`config.mk`:
```
export PLATFORM = sky130hd
export DESIGN_NAME = pwm_expander_write_sequencer_top
export DESIGN_NICKNAME = d
export VERILOG_FILES = /design/src/rtl/pwe_pkg.sv /design/src/rtl/pwe_front.sv /design/src/rtl/pwe_queue.sv /design/src/rtl/pwe_back.sv /design/src/rtl/pwm_expander_write_sequencer_top.sv
export SDC_FILE = /design/constraint.sdc
export NUM_CORES = 1
export LEC_CHECK = 0
export BUFFER_PORTS_ARGS = -buffer_cell sky130_fd_sc_hd__buf_2
export CELL_PAD_IN_SITES_DETAIL_PLACEMENT = 2
export CELL_PAD_IN_SITES_GLOBAL_PLACEMENT = 2
export CORE_MARGIN = 2
export CORE_UTILIZATION = 40
export DETAILED_ROUTE_END_ITERATION = 6
export HOLD_SLACK_MARGIN = 0.02
export PLACE_DENSITY = 0.76
export SETUP_SLACK_MARGIN = 0.1
export SYNTH_ARGS = -nofsm -noshare
export SYNTH_HDL_FRONTEND = slang
export SYNTH_SLANG_ARGS = --single-unit
```
`constraint.sdc`:
```
create_clock -name clk -period 4.9 [get_ports clk]
set_clock_uncertainty 0.15 [all_clocks]
set_input_delay 0.245 -clock clk [delete_from_list [all_inputs] [get_ports clk]]
set_output_delay 0.245 -clock clk [all_outputs]
set_load 0.005 [all_outputs]
```
`src/rtl/pwe_pkg.sv`:
```
// shared types and constants for the pwm expander write sequencer
package pwe_pkg;

  localparam int OSC_W   = 26;
  localparam int FREQ_W  = 11;
  localparam int PWM_W   = 13;
  localparam int QUOT_W  = 16;
  localparam int REM_W   = 11;
  localparam int QUEUE_DEPTH = 2;
  localparam int DIV_STEPS   = 8;

  localparam logic [OSC_W-1:0]  OSC_RESET = 26'd25000000;

  localparam logic [FREQ_W-1:0] FREQ_MIN  = 11'd24;
  localparam logic [FREQ_W-1:0] FREQ_MAX  = 11'd1526;
  localparam logic [FREQ_W-1:0] FREQ_INIT = 11'd200;

  localparam logic [QUOT_W-1:0] PRE_MIN = 16'd3;
  localparam logic [QUOT_W-1:0] PRE_MAX = 16'd255;

  localparam logic [6:0] DUTY_MAX = 7'd100;
  localparam logic [PWM_W-1:0] PWM_FULL = 13'h1000;

  localparam logic [7:0] ADDR_MODE1    = 8'h00;
  localparam logic [7:0] ADDR_MODE2    = 8'h01;
  localparam logic [7:0] ADDR_PRESCALE = 8'hFE;
  localparam logic [7:0] REG_LED_BASE  = 8'h06;

  localparam logic [7:0] MODE1_SLEEP_AI   = 8'h30;
  localparam logic [7:0] MODE1_AUTO_INC   = 8'h20;
  localparam logic [7:0] MODE1_RESTART_AI = 8'hA0;
  localparam logic [7:0] MODE2_INIT       = 8'h04;

  // last step index of each command kind
  localparam logic [2:0] INIT_LAST_STEP = 3'd4;
  localparam logic [2:0] SET_LAST_STEP  = 3'd7;

  typedef struct packed {
    logic             err;
    logic             init;
    logic [7:0]       base;
    logic [PWM_W-1:0] on_cnt;
    logic [PWM_W-1:0] off_cnt;
    logic [7:0]       pre;
  } desc_t;

  typedef struct packed {
    logic [7:0] reg_addr;
    logic [7:0] reg_value;
    logic       burst_continue;
    logic       wait_first;
    logic       error;
    logic       last;
  } result_t;

endpackage

```
`src/rtl/pwe_front.sv`:
```
// front end: accepts commands, classifies them and computes the prescale
module pwe_front #(
  parameter int NUM_CHANNELS = 16
) (
  input  logic                        clk,
  input  logic                        rst_n,
  input  logic [pwe_pkg::OSC_W-1:0]   osc_i,
  input  logic                        in_push,
  output logic                        in_full,
  input  logic                        in_command,
  input  logic [7:0]                  in_channel,
  input  logic [15:0]                 in_frequency_hz,
  input  logic [7:0]                  in_duty_percent,
  output pwe_pkg::desc_t              desc_o,
  output logic                        q_push_o,
  input  logic                        q_full_i
);

  typedef enum logic [2:0] {
    F_IDLE = 3'b001,
    F_DIV  = 3'b010,
    F_DONE = 3'b100
  } fstate_t;

  localparam int CNT_W = $clog2(pwe_pkg::DIV_STEPS);

  fstate_t state_r, state_nxt;
  logic [CNT_W-1:0] cnt_r, cnt_nxt;
  pwe_pkg::desc_t desc_r, desc_nxt;
  logic [pwe_pkg::REM_W-1:0]  rem_r, rem_nxt;
  logic [pwe_pkg::QUOT_W-1:0] dvd_r, dvd_nxt;
  logic [pwe_pkg::QUOT_W-1:0] quot_r, quot_nxt;
  logic [pwe_pkg::FREQ_W-1:0] div_r, div_nxt;

  logic accept;
  logic bad_cmd;
  logic [pwe_pkg::FREQ_W-1:0] freq_c;
  logic [pwe_pkg::OSC_W:0]    num;
  logic [6:0]                 duty_c;
  logic [pwe_pkg::PWM_W-1:0]  duty_w, mul41, ceil20;
  logic [pwe_pkg::PWM_W-1:0]  on_c, off_c;
  logic [pwe_pkg::REM_W:0]    sh0, sh1;
  logic [pwe_pkg::REM_W-1:0]  rem_a, rem_b;
  logic                       qb0, qb1;

  assign accept   = in_push && (state_r == F_IDLE);
  assign in_full  = (state_r != F_IDLE);
  assign q_push_o = (state_r == F_DONE) && !q_full_i;

  assign bad_cmd = in_command &&
                   (({1'b0, in_channel} >= 9'(NUM_CHANNELS)) || (in_frequency_hz == 16'd0));

  // frequency clamp, init runs at a fixed rate
  always_comb begin
    if (!in_command) begin
      freq_c = pwe_pkg::FREQ_INIT;
    end else if (in_frequency_hz < 16'(pwe_pkg::FREQ_MIN)) begin
      freq_c = pwe_pkg::FREQ_MIN;
    end else if (in_frequency_hz > 16'(pwe_pkg::FREQ_MAX)) begin
      freq_c = pwe_pkg::FREQ_MAX;
    end else begin
      freq_c = in_frequency_hz[pwe_pkg::FREQ_W-1:0];
    end
  end

  // (osc + 2048 f) / (4096 f) == ((osc + 2048 f) >> 12) / f
  assign num = {1'b0, osc_i} + {5'd0, freq_c, 11'd0};

  // off = floor(41 d - d / 20) = 41 d - ceil(d / 20)
  assign duty_c = (in_duty_percent > 8'(pwe_pkg::DUTY_MAX)) ? pwe_pkg::DUTY_MAX
                                                             : in_duty_percent[6:0];
  assign duty_w = pwe_pkg::PWM_W'(duty_c);
  assign mul41  = (duty_w << 5) + (duty_w << 3) + duty_w;
  assign ceil20 = pwe_pkg::PWM_W'(duty_c > 7'd0)  + pwe_pkg::PWM_W'(duty_c > 7'd20) +
                  pwe_pkg::PWM_W'(duty_c > 7'd40) + pwe_pkg::PWM_W'(duty_c > 7'd60) +
                  pwe_pkg::PWM_W'(duty_c > 7'd80);

  always_comb begin
    on_c  = '0;
    off_c = '0;
    if (duty_c == 7'd0) begin
      off_c = pwe_pkg::PWM_FULL;
    end else if (duty_c == pwe_pkg::DUTY_MAX) begin
      on_c = pwe_pkg::PWM_FULL;
    end else begin
      off_c = mul41 - ceil20;
    end
  end

  // two restoring division steps per cycle
  assign sh0   = {rem_r, dvd_r[pwe_pkg::QUOT_W-1]};
  assign qb0   = (sh0 >= {1'b0, div_r});
  assign rem_a = qb0 ? pwe_pkg::REM_W'(sh0 - {1'b0, div_r}) : sh0[pwe_pkg::REM_W-1:0];
  assign sh1   = {rem_a, dvd_r[pwe_pkg::QUOT_W-2]};
  assign qb1   = (sh1 >= {1'b0, div_r});
  assign rem_b = qb1 ? pwe_pkg::REM_W'(sh1 - {1'b0, div_r}) : sh1[pwe_pkg::REM_W-1:0];

  always_comb begin
    state_nxt = state_r;
    cnt_nxt   = cnt_r;
    desc_nxt  = desc_r;
    rem_nxt   = rem_r;
    dvd_nxt   = dvd_r;
    quot_nxt  = quot_r;
    div_nxt   = div_r;
    unique case (state_r)
      F_IDLE: begin
        if (accept) begin
          desc_nxt.err     = bad_cmd;
          desc_nxt.init    = !in_command;
          desc_nxt.base    = pwe_pkg::REG_LED_BASE + {in_channel[5:0], 2'b00};
          desc_nxt.on_cnt  = on_c;
          desc_nxt.off_cnt = off_c;
          desc_nxt.pre     = '0;
          rem_nxt  = '0;
          quot_nxt = '0;
          cnt_nxt  = '0;
          dvd_nxt  = {1'b0, num[pwe_pkg::OSC_W:12]};
          div_nxt  = freq_c;
          state_nxt = bad_cmd ? F_DONE : F_DIV;
        end
      end
      F_DIV: begin
        rem_nxt  = rem_b;
        dvd_nxt  = {dvd_r[pwe_pkg::QUOT_W-3:0], 2'b00};
        quot_nxt = {quot_r[pwe_pkg::QUOT_W-3:0], qb0, qb1};
        cnt_nxt  = cnt_r + 1'b1;
        if (cnt_r == CNT_W'(pwe_pkg::DIV_STEPS - 1)) begin
          state_nxt = F_DONE;
        end
      end
      F_DONE: begin
        if (!q_full_i) begin
          state_nxt = F_IDLE;
        end
      end
      default: state_nxt = F_IDLE;
    endcase
  end

  always_comb begin
    desc_o = desc_r;
    if (quot_r > pwe_pkg::PRE_MAX) begin
      desc_o.pre = pwe_pkg::PRE_MAX[7:0];
    end else if (quot_r < pwe_pkg::PRE_MIN) begin
      desc_o.pre = pwe_pkg::PRE_MIN[7:0];
    end else begin
      desc_o.pre = quot_r[7:0];
    end
  end

  always_ff @(posedge clk) begin
    if (!rst_n) begin
      state_r <= F_IDLE;
    end else begin
      state_r <= state_nxt;
    end
  end

  always_ff @(posedge clk) begin
    cnt_r  <= cnt_nxt;
    desc_r <= desc_nxt;
    rem_r  <= rem_nxt;
    dvd_r  <= dvd_nxt;
    quot_r <= quot_nxt;
    div_r  <= div_nxt;
  end

endmodule

```
`src/rtl/pwe_queue.sv`:
```
// short descriptor queue between the front and back ends
module pwe_queue (
  input  logic           clk,
  input  logic           rst_n,
  input  logic           push_i,
  input  pwe_pkg::desc_t wdata_i,
  output logic           full_o,
  input  logic           pop_i,
  output pwe_pkg::desc_t rdata_o,
  output logic           valid_o
);

  localparam int DEPTH = pwe_pkg::QUEUE_DEPTH;
  localparam int PTR_W = (DEPTH > 1) ? $clog2(DEPTH) : 1;
  localparam int CNT_W = $clog2(DEPTH + 1);

  pwe_pkg::desc_t mem_r [DEPTH];
  logic [PTR_W-1:0] wr_ptr_r, wr_ptr_nxt, rd_ptr_r, rd_ptr_nxt;
  logic [CNT_W-1:0] count_r, count_nxt;

  assign full_o  = (count_r == CNT_W'(DEPTH));
  assign valid_o = (count_r != '0);
  assign rdata_o = mem_r[rd_ptr_r];

  always_comb begin
    wr_ptr_nxt = wr_ptr_r;
    rd_ptr_nxt = rd_ptr_r;
    count_nxt  = count_r;
    if (push_i) begin
      wr_ptr_nxt = (wr_ptr_r == PTR_W'(DEPTH - 1)) ? '0 : wr_ptr_r + 1'b1;
    end
    if (pop_i) begin
      rd_ptr_nxt = (rd_ptr_r == PTR_W'(DEPTH - 1)) ? '0 : rd_ptr_r + 1'b1;
    end
    if (push_i && !pop_i) begin
      count_nxt = count_r + 1'b1;
    end else if (pop_i && !push_i) begin
      count_nxt = count_r - 1'b1;
    end
  end

  always_ff @(posedge clk) begin
    if (!rst_n) begin
      wr_ptr_r <= '0;
      rd_ptr_r <= '0;
      count_r  <= '0;
    end else begin
      wr_ptr_r <= wr_ptr_nxt;
      rd_ptr_r <= rd_ptr_nxt;
      count_r  <= count_nxt;
    end
  end

  always_ff @(posedge clk) begin
    if (push_i) begin
      mem_r[wr_ptr_r] <= wdata_i;
    end
  end

`ifndef ASSERT_OFF
  a_no_push_full: assert property (@(posedge clk) disable iff (!rst_n)
    push_i |-> !full_o)
    else $error("descriptor written into a full queue");

  a_no_pop_empty: assert property (@(posedge clk) disable iff (!rst_n)
    pop_i |-> valid_o)
    else $error("descriptor read from an empty queue");
`endif

endmodule

```
`src/rtl/pwe_back.sv`:
```
// back end: expands a descriptor into register writes, one per cycle unless an unpopped write holds the output
module pwe_back (
  input  logic           clk,
  input  logic           rst_n,
  input  pwe_pkg::desc_t desc_i,
  input  logic           q_valid_i,
  output logic           q_pop_o,
  output logic           out_empty,
  input  logic           out_pop,
  output logic [7:0]     out_reg_addr,
  output logic [7:0]     out_reg_value,
  output logic           out_burst_continue,
  output logic           out_wait_first,
  output logic           out_error,
  output logic           out_last
);

  logic active_r, active_nxt;
  pwe_pkg::desc_t desc_r, desc_nxt;
  logic [2:0] step_r, step_nxt;
  logic ov_r, ov_nxt;
  pwe_pkg::result_t res_r, res_nxt, res_c;

  logic adv, load;
  logic [1:0] fidx;
  logic       in_fprog;

  // which step of the frequency program this step is, if any
  always_comb begin
    if (desc_r.init) begin
      fidx     = 2'(step_r - 3'd1);
      in_fprog = (step_r != 3'd0);
    end else begin
      fidx     = step_r[1:0];
      in_fprog = !step_r[2];
    end
  end

  always_comb begin
    res_c = '0;
    if (desc_r.err) begin
      res_c.error = 1'b1;
      res_c.last  = 1'b1;
    end else if (in_fprog) begin
      case (fidx)
        2'd0: begin
          res_c.reg_addr  = pwe_pkg::ADDR_MODE1;
          res_c.reg_value = pwe_pkg::MODE1_SLEEP_AI;
        end
        2'd1: begin
          res_c.reg_addr  = pwe_pkg::ADDR_PRESCALE;
          res_c.reg_value = desc_r.pre;
        end
        2'd2: begin
          res_c.reg_addr  = pwe_pkg::ADDR_MODE1;
          res_c.reg_value = pwe_pkg::MODE1_AUTO_INC;
        end
        default: begin
          res_c.reg_addr   = pwe_pkg::ADDR_MODE1;
          res_c.reg_value  = pwe_pkg::MODE1_RESTART_AI;
          res_c.wait_first = 1'b1;
        end
      endcase
      res_c.last = desc_r.init && (step_r == pwe_pkg::INIT_LAST_STEP);
    end else if (desc_r.init) begin
      res_c.reg_addr  = pwe_pkg::ADDR_MODE2;
      res_c.reg_value = pwe_pkg::MODE2_INIT;
    end else begin
      // on/off burst at the channel's register block
      res_c.reg_addr       = desc_r.base + {6'd0, step_r[1:0]};
      res_c.burst_continue = (step_r[1:0] != 2'd0);
      case (step_r[1:0])
        2'd0:    res_c.reg_value = desc_r.on_cnt[7:0];
        2'd1:    res_c.reg_value = 8'(desc_r.on_cnt[pwe_pkg::PWM_W-1:8]);
        2'd2:    res_c.reg_value = desc_r.off_cnt[7:0];
        default: res_c.reg_value = 8'(desc_r.off_cnt[pwe_pkg::PWM_W-1:8]);
      endcase
      res_c.last = (step_r == pwe_pkg::SET_LAST_STEP);
    end
  end

  assign adv     = active_r && (!ov_r || out_pop);
  assign load    = q_valid_i && (!active_r || (adv && res_c.last));
  assign q_pop_o = load;

  always_comb begin
    active_nxt = active_r;
    desc_nxt   = desc_r;
    step_nxt   = step_r;
    ov_nxt     = ov_r;
    res_nxt    = res_r;
    if (load) begin
      active_nxt = 1'b1;
      desc_nxt   = desc_i;
      step_nxt   = '0;
    end else if (adv && res_c.last) begin
      active_nxt = 1'b0;
    end else if (adv) begin
      step_nxt = step_r + 1'b1;
    end
    if (adv) begin
      ov_nxt  = 1'b1;
      res_nxt = res_c;
    end else if (out_pop) begin
      ov_nxt = 1'b0;
    end
  end

  always_ff @(posedge clk) begin
    if (!rst_n) begin
      active_r <= 1'b0;
      ov_r     <= 1'b0;
    end else begin
      active_r <= active_nxt;
      ov_r     <= ov_nxt;
    end
  end

  always_ff @(posedge clk) begin
    desc_r <= desc_nxt;
    step_r <= step_nxt;
    res_r  <= res_nxt;
  end

  assign out_empty          = !ov_r;
  assign out_reg_addr       = res_r.reg_addr;
  assign out_reg_value      = res_r.reg_value;
  assign out_burst_continue = res_r.burst_continue;
  assign out_wait_first     = res_r.wait_first;
  assign out_error          = res_r.error;
  assign out_last           = res_r.last;

`ifndef ASSERT_OFF
  a_err_single: assert property (@(posedge clk) disable iff (!rst_n)
    (active_r && desc_r.err) |-> (step_r == 3'd0))
    else $error("rejected command ran past its single result");

  a_init_len: assert property (@(posedge clk) disable iff (!rst_n)
    (active_r && desc_r.init && !desc_r.err) |-> (step_r <= pwe_pkg::INIT_LAST_STEP))
    else $error("init sequence ran past its last write");

  a_idle_after_last: assert property (@(posedge clk) disable iff (!rst_n)
    (adv && res_c.last && !q_valid_i) |=> !active_r)
    else $error("sequencer stayed busy after the last write");
`endif

endmodule

```
`src/rtl/pwm_expander_write_sequencer_top.sv`:
```
// top level of the pwm expander write sequencer
// an accepted item runs through the front end's radix-4 prescale divider (a rejected
// item skips it), and its descriptor is then pushed into the back end's queue. the
// front takes no new item until the last one has been pushed; the back end emits
// one write per cycle unless an unpopped write holds its output, 8 per set-pwm item.
// synchronous active-low reset empties the queue and output and sets osc_hz to
// 25000000; no clearing pass
module pwm_expander_write_sequencer_top #(
  parameter int NUM_CHANNELS = 16
) (
  input  logic                      clk,
  input  logic                      rst_n,
  input  logic                      cfg_valid,
  output logic                      cfg_ready,
  input  logic [pwe_pkg::OSC_W-1:0] cfg_data,
  input  logic                      in_push,
  output logic                      in_full,
  input  logic                      in_command,
  input  logic [7:0]                in_channel,
  input  logic [15:0]               in_frequency_hz,
  input  logic [7:0]                in_duty_percent,
  output logic                      out_empty,
  input  logic                      out_pop,
  output logic [7:0]                out_reg_addr,
  output logic [7:0]                out_reg_value,
  output logic                      out_burst_continue,
  output logic                      out_wait_first,
  output logic                      out_error,
  output logic                      out_last
);

  logic [pwe_pkg::OSC_W-1:0] osc_r;
  pwe_pkg::desc_t front_desc, back_desc;
  logic q_push, q_full, q_pop, q_valid;

  assign cfg_ready = 1'b1;

  always_ff @(posedge clk) begin
    if (!rst_n) begin
      osc_r <= pwe_pkg::OSC_RESET;
    end else if (cfg_valid && cfg_ready) begin
      osc_r <= cfg_data;
    end
  end

  pwe_front #(
    .NUM_CHANNELS(NUM_CHANNELS)
  ) u_front (
    .clk             (clk),
    .rst_n           (rst_n),
    .osc_i           (osc_r),
    .in_push         (in_push),
    .in_full         (in_full),
    .in_command      (in_command),
    .in_channel      (in_channel),
    .in_frequency_hz (in_frequency_hz),
    .in_duty_percent (in_duty_percent),
    .desc_o          (front_desc),
    .q_push_o        (q_push),
    .q_full_i        (q_full)
  );

  pwe_queue u_queue (
    .clk     (clk),
    .rst_n   (rst_n),
    .push_i  (q_push),
    .wdata_i (front_desc),
    .full_o  (q_full),
    .pop_i   (q_pop),
    .rdata_o (back_desc),
    .valid_o (q_valid)
  );

  pwe_back u_back (
    .clk                (clk),
    .rst_n              (rst_n),
    .desc_i             (back_desc),
    .q_valid_i          (q_valid),
    .q_pop_o            (q_pop),
    .out_empty          (out_empty),
    .out_pop            (out_pop),
    .out_reg_addr       (out_reg_addr),
    .out_reg_value      (out_reg_value),
    .out_burst_continue (out_burst_continue),
    .out_wait_first     (out_wait_first),
    .out_error          (out_error),
    .out_last           (out_last)
  );

endmodule

```
### After elaboration in Yosys (flattened, before gate mapping)

Memory sizes are Yosys's and may differ from the RTL's. A register that Yosys moved wholly into a read port is not among the register bits.
Index checks and enable logic that the tools add are counted.

* shifts and indexed selects: 0
* reductions and logical operators: 38
* eq/ne operators: 16
* multiply operators: 0
* $lt $le $gt $ge: 13
* bitwise gates (word level): 2
* divide/modulo/power cells: 0
* add/subtract/negate cells: 19
* muxes and demuxes: 44

Operators with widths (number)
* $mux 11: 6
* $mux 16: 4
* $pmux 16 s2: 2
* $pmux 16 s3: 1
* $add 13x1->13: 3
* $add 26x22->27: 1
* $mux 13: 2
* $ge 12x11->1: 2
* $pmux 8 s3: 1
* $pmux 11 s2: 1
* $sub 11x11->11: 2
* $gt 16x11->1 const B: 1
* $gt 16x8->1 const B: 1
* $logic_not 16->1: 1
* $lt 16x2->1 const B: 1
* $lt 16x5->1 const B: 1
* $mux 8: 2
* $mux 3: 5
* $gt 7x6->1 const B: 2
* $mux 1: 14
* $add 12x10->13: 1
* $add 13x7->13: 1
* $sub 13x13->13: 1
* $eq 3x3->1 const B: 4
* other kinds (36): 72

* memories kept: 1
* register bits: 151
* latch bits: 0
* RAM bits: 88
* memory bits (read-only): 0

Memory list
* u_queue.mem_r: words 2, bits a word 44, read ports 1, clocked after Yosys merged registers in 1, write ports 1, RTL line pwe_queue.sv:17 `pwe_pkg::desc_t mem_r [DEPTH];`

### Logic depth before layout (Yosys ltp)

Gate-level depths: netlist of run 1.

* depth in word-level cells: 10
* mapped depth: 24
* gate-level depth less buffers: 22

### Hierarchy

Synthesis of run 1 repeated with hierarchy kept, for this count alone.

* cell total of the unflattened synthesis: 1087
* area total of the unflattened synthesis: 13581.8 sq um

By module, submodules not included
* pwe_front: area an instance 6317.3 sq um, times used 1, cells an instance 656
* pwe_queue: area an instance 3409.5 sq um, times used 1, cells an instance 159
* pwe_back: area an instance 2880.3 sq um, times used 1, cells an instance 187
* pwm_expander_write_sequencer_top: area an instance 974.7 sq um, times used 1, cells an instance 85

### Least setup slack after synthesis of run 1

No wires, ideal clock.

* kind: flip-flop to flip-flop
* start: register u_front.dvd_r[15] (netlist name)
* end: register u_front.rem_r[4] (netlist name) (data pin)
* path slack: 0.388 ns
* cell stages (with the launch flop): 20
* buffers on the path: 2
* arrival: 4.096 ns
* period minus slack after synthesis: 4.512 ns
* path through: edfxtp_1 -> inv_1 -> ha_1 -> inv_1 -> fa_1 -> nand3_1 -> a21oi_1 -> o31ai_1 -> nand3_1 -> clkbuf_1 -> o21ai_0 -> fa_1 -> nand2b_1 -> a21oi_1 -> o31ai_1 -> a31oi_1 -> a211oi_2 -> buf_4 -> mux2i_1 -> nor2_1

* word-level cells in the longest chain between the ends: 5

Ends and longest elaborated chain
* start, declared: RTL line pwe_front.sv:31 `logic [pwe_pkg::QUOT_W-1:0] dvd_r, dvd_nxt;`
* start signal, assigned: RTL line pwe_front.sv:164 `dvd_r <= dvd_nxt;`
* $sub 11x11->11 / $ge 12x11->1 (equally long branches): RTL line pwe_front.sv:93, pwe_front.sv:92
* $mux 11 *: RTL line pwe_front.sv:93 `assign rem_a = qb0 ? pwe_pkg::REM_W'(sh0 - {1'b0, div_r}) : sh0[pwe_pkg::REM_W-1:0];`
* $sub 11x11->11 / $ge 12x11->1 (equally long branches): RTL line pwe_front.sv:96, pwe_front.sv:95
* $mux 11 *: RTL line pwe_front.sv:96 `assign rem_b = qb1 ? pwe_pkg::REM_W'(sh1 - {1'b0, div_r}) : sh1[pwe_pkg::REM_W-1:0];`
* $pmux 11 s2 *: RTL line pwe_front.sv:106 `unique case (state_r)`
* end signal, assigned: RTL line pwe_front.sv:163 `rem_r <= rem_nxt;`
* end, declared: RTL line pwe_front.sv:30 `logic [pwe_pkg::REM_W-1:0] rem_r, rem_nxt;`

Mark *: on every way between the ends. The rest lies on a longest branch, timed or not.
A chain may end at the register's enable or synchronous reset.

### Worst setup path after layout of run 1

* start: register u_front.dvd_r[15] (netlist name)
* end: register u_front.rem_r[10] (netlist name) (data pin)

The elaborated chain is that of the path after synthesis.

==> summary.txt, run 1 <==
N_diodes - 0
Detailed Place HPWL - 22900 um
Hold Crit Depth - 2
Die Span Y - 173 um
Status - finished, final reports clean
Final Setup Violations - 0
Layout area overhead - 18.5%
Biggest area consumer among synthesized cells - edfxtp_1
Sequential-to-total area share from yosys stat - 54.3%
WHS - 0.0250 ns
Crit. End Element - flip-flop
Fin. Hold Viols - 0
Worst setup SP type - flip-flop
Synthesis warning total - 0
Critical path class - reg -> reg
Antenna violations before repair - 0
Most common cell after layout, fill and taps aside - edfxtp_1
Syn Inst Count - 991
Starting density of the core - 40.9%
Worst hold path type - in -> reg
Worst Hold Launch - in_command
Post-CTS setup buffers - 0
RSZ-0062 raised after global routing - yes
Total Routed Length - 33100 um
WHS Endpoint - u_front.desc_o[42]
Final Core Density - 48.4%
Root Driver - clkbuf_16
CTS tree - built
Clk buf depth - 3
Worst IR drop on VDD - 0.000246 V
Synth top area share - 49.6%
Wirelength per Cell - 21.8 um
# H-tree levels - 1
Max Cap Violations - 0
GRT Util Overall - 22.2%
Vias/cell - 5.35
Sink Count - 216
Crit Path Max Fanout - 17
Cell Chain, Critical Path - inv_1 -> ha_1 -> inv_1 -> fa_1 -> nand3_2 -> a21oi_1 -> o31ai_2 -> nand3_1 -> buf_4 -> mux2_2 -> ha_2 -> and3_1 -> nor3b_1 -> nor3_2 -> a31oi_2 -> a211oi_2 -> buf_12 -> a211oi_1 -> a31o_2
Initial drt markers - 446
Crit-path max cell delay - 0.47 ns
Final setup TNS - 0 ns
Netlist cell types - 71
Peak Freq - 0.218 GHz
IO buf count - 74
Reg-to-reg slack, setup - 0.31 ns
Clock Pin Slew Worst Setup and Hold Paths - 0.07 ns
Synth top area cells - edfxtp_1 50%, ha_1 8.0%, dfxtp_1 4.7%
Num rows - 61
WP data required - 5.04 ns
Most frequent cells in the layout - 189 x edfxtp_1, 88 x nor2_1, 75 x inv_1
Global-route wire length before repair - 52800 um
Syn Area/Cell - 11.6 um2
Slew headroom - 18.0%
Die ar. - 30000 um2
Later-pin clock latency in the skew report - 0.54 ns
First-pass iteration count of the detailed router - 4
Overflow after GRT - 0
Via count - 8126
DRC - 0
Post-synth top flop - edfxtp_1
Nets - 1267
Syn_nets - 1137
Global placer's final weighted congestion - 0.772
Clock buffer count from CTS - 26
Post-synth EDFFs - 189
Pwr dens - 436 nW/um2
Die Wd - 173 um
# IOs - 87
FF+latch count, synth - 216
Layout cell share with drive strength beyond 1 - 18.1%
Final period util - 93.6%
Async S/R FF share, synth - 0%
Final Max Tran Viols - 0
Min cycle time layout - 4.59 ns
Least-Margin Pin Slew - 1.23 ns
Reg-to-reg startpoint - u_front.dvd_r[15]
Vias in the first global route - 9299
Critical path's slowest cell - fa_1
FF-to-FF End - u_front.rem_r[10]
Leakage - 5.30 nW
Post-Syn Area - 11400 um2
R2R depth - 19
Pin count of the biggest net entering global routing - 48
Arr. time, crit path - 4.73 ns
ANT nets after route - 0
Core area - 28000 um2
Cell mode on critical path - inv_1
==> stage by stage <==
step                instance area, um2  setup WS (ns)  instances  power, mW
floorplan                        11400          0.388        991       3.47
global placement                 12300         0.0591       1433       3.89
detailed placement               12300         -0.115       1433       4.03
CTS                              13500          0.124       1519       5.92
global route                     13600         0.0386       1519       6.22
finish                           13600          0.314       1519       5.92
==> worst max-delay path, delay by kind of cell, from the launching register on <==
kind,cells,cell delay [ns]
adder cells (fa/ha/maj),3,0.96
AO/OA/AOI/OAI,6,1.10
multiplexers,1,0.32
flip-flops,1,0.41
buffers and inverters,4,0.54
AND/OR/NAND/NOR,5,0.84
==> registers in the layout (all words and copies together), names as in the netlist, 8 cells and up <==
| signal | cells |
|---|---|
| u_front.desc_o | 22 |
| u_front.div_r | 11 |
| u_back.out_reg_addr | 8 |
| osc_r | 15 |
| u_back.out_reg_value | 8 |
| u_front.rem_r | 11 |
| u_front.dvd_r | 16 |
| u_front.quot_r | 16 |
| u_queue.mem_r | 60 |
| u_back.desc_r | 30 |
==> area by class of cell <==
type	count	area [um2]
fillers	2859	14400
flip-flops and latches	216	6220
multi-input cells	673	4900
repair buffers	129	891
clock buffers	37	712
well taps	378	473
inverters	75	282
clock inverters	11	95.1
==> cells in the mapped netlist, types with 4 or more instances <==
master	count
a211oi_1	9
a21boi_0	4
a21o_1	11
a21oi_1	52
a22oi_1	4
a31oi_1	6
and2_1	29
and3_1	14
buf_1	4
clkbuf_1	21
dfxtp_1	27
edfxtp_1	189
fa_1	9
ha_1	73
inv_1	75
mux2_2	38
mux2i_1	25
nand2_1	64
nand2b_1	8
nand3_1	16
nand4_1	7
nor2_1	88
nor2b_1	19
nor3_1	20
nor3b_1	6
nor4_1	11
o21a_1	10
o21ai_0	40
o31ai_1	8
or2_2	14
xnor2_1	21
xor2_1	17
==> power breakdown <==
group	leakage, nW	internal (mW)	total (mW)	switching (mW)
Combinational	2.92	0.591	1.49	0.895
Clock	0.394	1.07	1.86	0.793
Sequential	1.98	2.38	2.57	0.195
==> timing repair <==
action | CTS | global route
endpoints found under the hold margin | 26 | 0
setup endpoints to repair | 10 | 13
pin swaps | 0 | 3
gates resized for setup | 1 | 11
hold buffers | 38 | 0
==> cells by family after synthesis <==
logic type | after synthesis | synth area share [%]
AOI/OAI and AO/OA | 174 | 9.79
xor gates and xnor gates | 38 | 2.91
adders and majority gates | 82 | 9.55
buffers and inverters | 102 | 3.41
DFF | 216 | 54.3
muxes | 63 | 5.92
other | 1 | 0.0328
and+or+nand+nor | 315 | 14.1
==> worst max path at each step <==
stage,start,depth (start not counted),to,slack (ns)
2_1_floorplan,u_front.dvd_r[15],19,u_front.rem_r[4],0.39
3_3_place_gp,in_duty_percent[0],21,u_front.desc_o[20],0.06
3_5_place_dp,in_duty_percent[0],24,u_front.desc_o[19],-0.12
4_1_cts,u_front.dvd_r[15],21,u_front.rem_r[8],0.12
5_1_grt,u_front.dvd_r[15],19,u_front.rem_r[5],0.04
6_report,u_front.dvd_r[15],19,u_front.rem_r[10],0.31
==> metal layers <==
metal | global-route usage (%) | wire length (um) | vias up
li1 | - | - | 3855
met1 | 26.2 | 13600 | 4108
met2 | 42.7 | 17800 | 119
met3 | 2.40 | 966 | 44
met4 | 5.47 | 790 | 0
met5 | 0 | 0 | -
(Power assumes the default switching activity.)
==> inputs of run 2 (changes only) <==
- CORE_ASPECT_RATIO: default -> 1.1
==> run 2 against run 1 <==
Effect of this change: sequential cell count unchanged; clock power up 3%; worst hold slack better by 0.036 ns; design area up 0.66%; critical path depth down 1; via count up 0.97%; sequential power about the same; sequential share of layout area down 0.30 points; routed wire length down 0.89%; non-clock buffer count up 11; largest power group unchanged.
==> summary.txt, run 2 (synthesis results as in run 1) <==
Min cycle time layout - 4.61 ns (+0.0287 ns)
N_diodes - 0 (unchanged)
Final Core Density - 48.9% (+0.43 points)
Fin. Hold Viols - 0 (unchanged)
Final setup TNS - 0 ns (unchanged)
P_int - 4.15 mW (+2.7%)
Sink Count - 216 (unchanged)
ANT nets after route - 0 (unchanged)
Most frequent cells in the layout - 189 x edfxtp_1, 88 x nor2_1, 75 x inv_1
Status - finished, final reports clean
Worst Path Buf+Inv - 3 (-1)
Design Area, Final - 13700 um2 (+0.66%)
Initial drt markers - 351 (-21%)
Die Span Y - 181 um (+4.8%)
Max Cap Violations - 0 (unchanged)
CTS tree - built
Global placer's final weighted congestion - 0.843 (+9.2%)
Num rows - 64 (+4.9%)
Sequential power share - 42.6% (-0.9 points)
Pin count of the biggest net entering global routing - 48 (unchanged)
Core area - 27900 um2 (-0.23%)
Sw frac - 30.8% (-0.99 points)
Crit-path max cell delay - 0.64 ns (+0.17 ns)
Top Metal Used - met4
Clock Pin Slew Worst Setup and Hold Paths - 0.06 ns (about the same)
Least-Margin Pin Slew - 1.23 ns (+0.00691 ns)
Nets - 1277 (+0.79%)
# H-tree levels - 1 (unchanged)
Final Setup Violations - 0 (unchanged)
Met1 wire length - 13800 um (+2.1%)
Worst hold path type - in -> reg
Antenna violations before repair - 0 (unchanged)
GRT Util Overall - 22.1% (-0.084 points)
Root Driver - clkbuf_16
RSZ-0062 raised after global routing - no
Clock power frac - 31.8% (+0.4 points)
Leakage - 5.36 nW (+1.2%)
Final Max Tran Viols - 0 (unchanged)
Filler-free cell count of the finished design - 1512 (-0.46%)
Routed wire length on met3 - 995 um (+3.0%)
Via count - 8205 (+0.97%)
Global-route wire length before repair - 51500 um (-2.4%)
Crit Path Max Fanout - 9 (-8)
Overflow after GRT - 0 (unchanged)
# IOs - 87 (unchanged)
Clock buffer count from CTS - 25 (-3.8%)
Later-pin clock latency in the skew report - 0.52 ns (-0.02 ns)
Detailed Place HPWL - 22100 um (-3.6%)
Die Wd - 165 um (-4.5%)
Cell Chain, Critical Path - inv_1 -> ha_1 -> inv_1 -> fa_1 -> nand3_2 -> a21boi_0 -> or4b_2 -> nand3_1 -> mux2_2 -> ha_1 -> and3_1 -> nor3b_2 -> nor3_2 -> a31oi_2 -> a211oi_2 -> buf_4 -> a211oi_1 -> a31o_2
IO buf count - 74 (unchanged)
Cell area after placement - 12400 um2 (+0.36%)
Peak Freq - 0.217 GHz (-0.62%)
Most common cell after layout, fill and taps aside - edfxtp_1
DR WL met2 - 17400 um (-2.2%)
Vias in the first global route - 9239 (-0.65%)
Die ar. - 30000 um2 (about the same)
Post-Place Cells - 1428 (-0.35%)
Vias/cell - 5.43 (+1.4%)
CP top delay family - simple AND/OR/NAND/NOR gates
DRC - 0 (unchanged)
Critical path's slowest cell - or4b_2
Crit. End Element - flip-flop
Critical path class - reg -> reg
Net switching power figure - 1.85 mW (-1.9%)
Wirelength per Cell - 21.7 um (-0.43%)
Worst IR drop on VDD - 0.000266 V (+8.0%)
Worst setup SP type - flip-flop
Pwr Total - 5.99 mW (+1.2%)
Layout cell share with drive strength beyond 1 - 19.3% (+1.2 points)
Largest register FFs - 60 (unchanged)
Pwr dens - 439 nW/um2 (+0.58%)
Starting density of the core - 41.0% (+0.093 points)
Clk buf depth - 3 (unchanged)
Slew headroom - 17.6% (-0.46 points)
Layout area overhead - 19.3%
WP data required - 5.02 ns (-0.02 ns)
Total Routed Length - 32800 um (-0.89%)
Combinational share of power - 25.5% (+0.4 points)
Arr. time, crit path - 4.73 ns (about the same)
Final period util - 94.2% (+0.59 points)
First-pass iteration count of the detailed router - 4 (unchanged)
Largest reg by FF count - u_queue.mem_r
==> run 2: cell count changes in the layout (fill, tap and decap cells not counted), moves of 2 or more <==
cell       previous run  this run
a21boi_0              2         4
a21boi_1              2         0
o21ai_1               1         3
buf_4                16        28
clkbuf_8              2         0
ha_2                  2         0
clkbuf_1              9         4
o21ai_0              40        38
bufinv_16             1         4
clkinv_2              5         7
==> run 2: path summary, 6_finish.rpt <==
check / cells past startpoint / slack, ns / to / startpoint
max: 18 / 0.29 / u_front.rem_r[10] / u_front.dvd_r[15]
min: 3 / 0.06 / u_front.div_r[5] / in_frequency_hz[5]
max reg2reg: 18 / 0.29 / u_front.rem_r[10] / u_front.dvd_r[15]
min reg2reg: 0 / 0.30 / u_queue.mem_r[0][16] / u_front.desc_o[16]
==> run 2: power by group through the flow <==
stage	combinational (mW)	sequential (mW)	clock [mW]
2_1_floorplan	0.959	2.51	0
3_5_place_dp	1.44	2.58	0
4_1_cts	1.50	2.56	1.94
5_1_grt	1.70	2.59	2.00
6_report	1.53	2.56	1.91
3_3_place_gp	1.35	2.55	0
==> run 2: routing by layer <==
metal,up-vias,track usage [%]
li1,3870,-
met1,4153,27.3
met2,141,41.3
met3,41,2.15
met4,0,5.14
met5,-,0
==> run 2: cell type report <==
cell class,instances,area (um2)
clock buffer,29,641
fill,2788,14300
tap,363,454
inverter,75,282
clock inverter,16,183
sequential,216,6220
timing repair buffer,140,962
multi-input combinational,673,4920
==> run 2: worst register-to-register path: stages, from the launching register on <==
cell,delay [ns]
edfxtp_1,0.42
inv_1,0.09
ha_1,0.16
inv_1,0.07
fa_1,0.47
nand3_2,0.13
a21boi_0,0.15
or4b_2,0.65
nand3_1,0.12
mux2_2,0.17
ha_1,0.24
and3_1,0.22
nor3b_2,0.18
nor3_2,0.17
a31oi_2,0.14
a211oi_2,0.27
buf_4,0.27
a211oi_1,0.07
a31o_2,0.24
==> run 2: repair_timing <==
item,4_1_cts,5_1_grt
hold endpoints to repair,26,0
setup buffers,0,2
endpoints found under the setup margin,9,13
gates resized for setup,1,14
hold buffers,37,0
pin swaps,0,5
==> run 2: per-stage QoR <==
step                      setup WS, ns  hold WS [ns]
after floorplan                  0.388         0.223
after global placement          0.0764         0.276
after detailed placement        -0.143         0.291
after CTS                        0.111        0.0437
after global routing            0.0866        0.0487
final                            0.285        0.0610
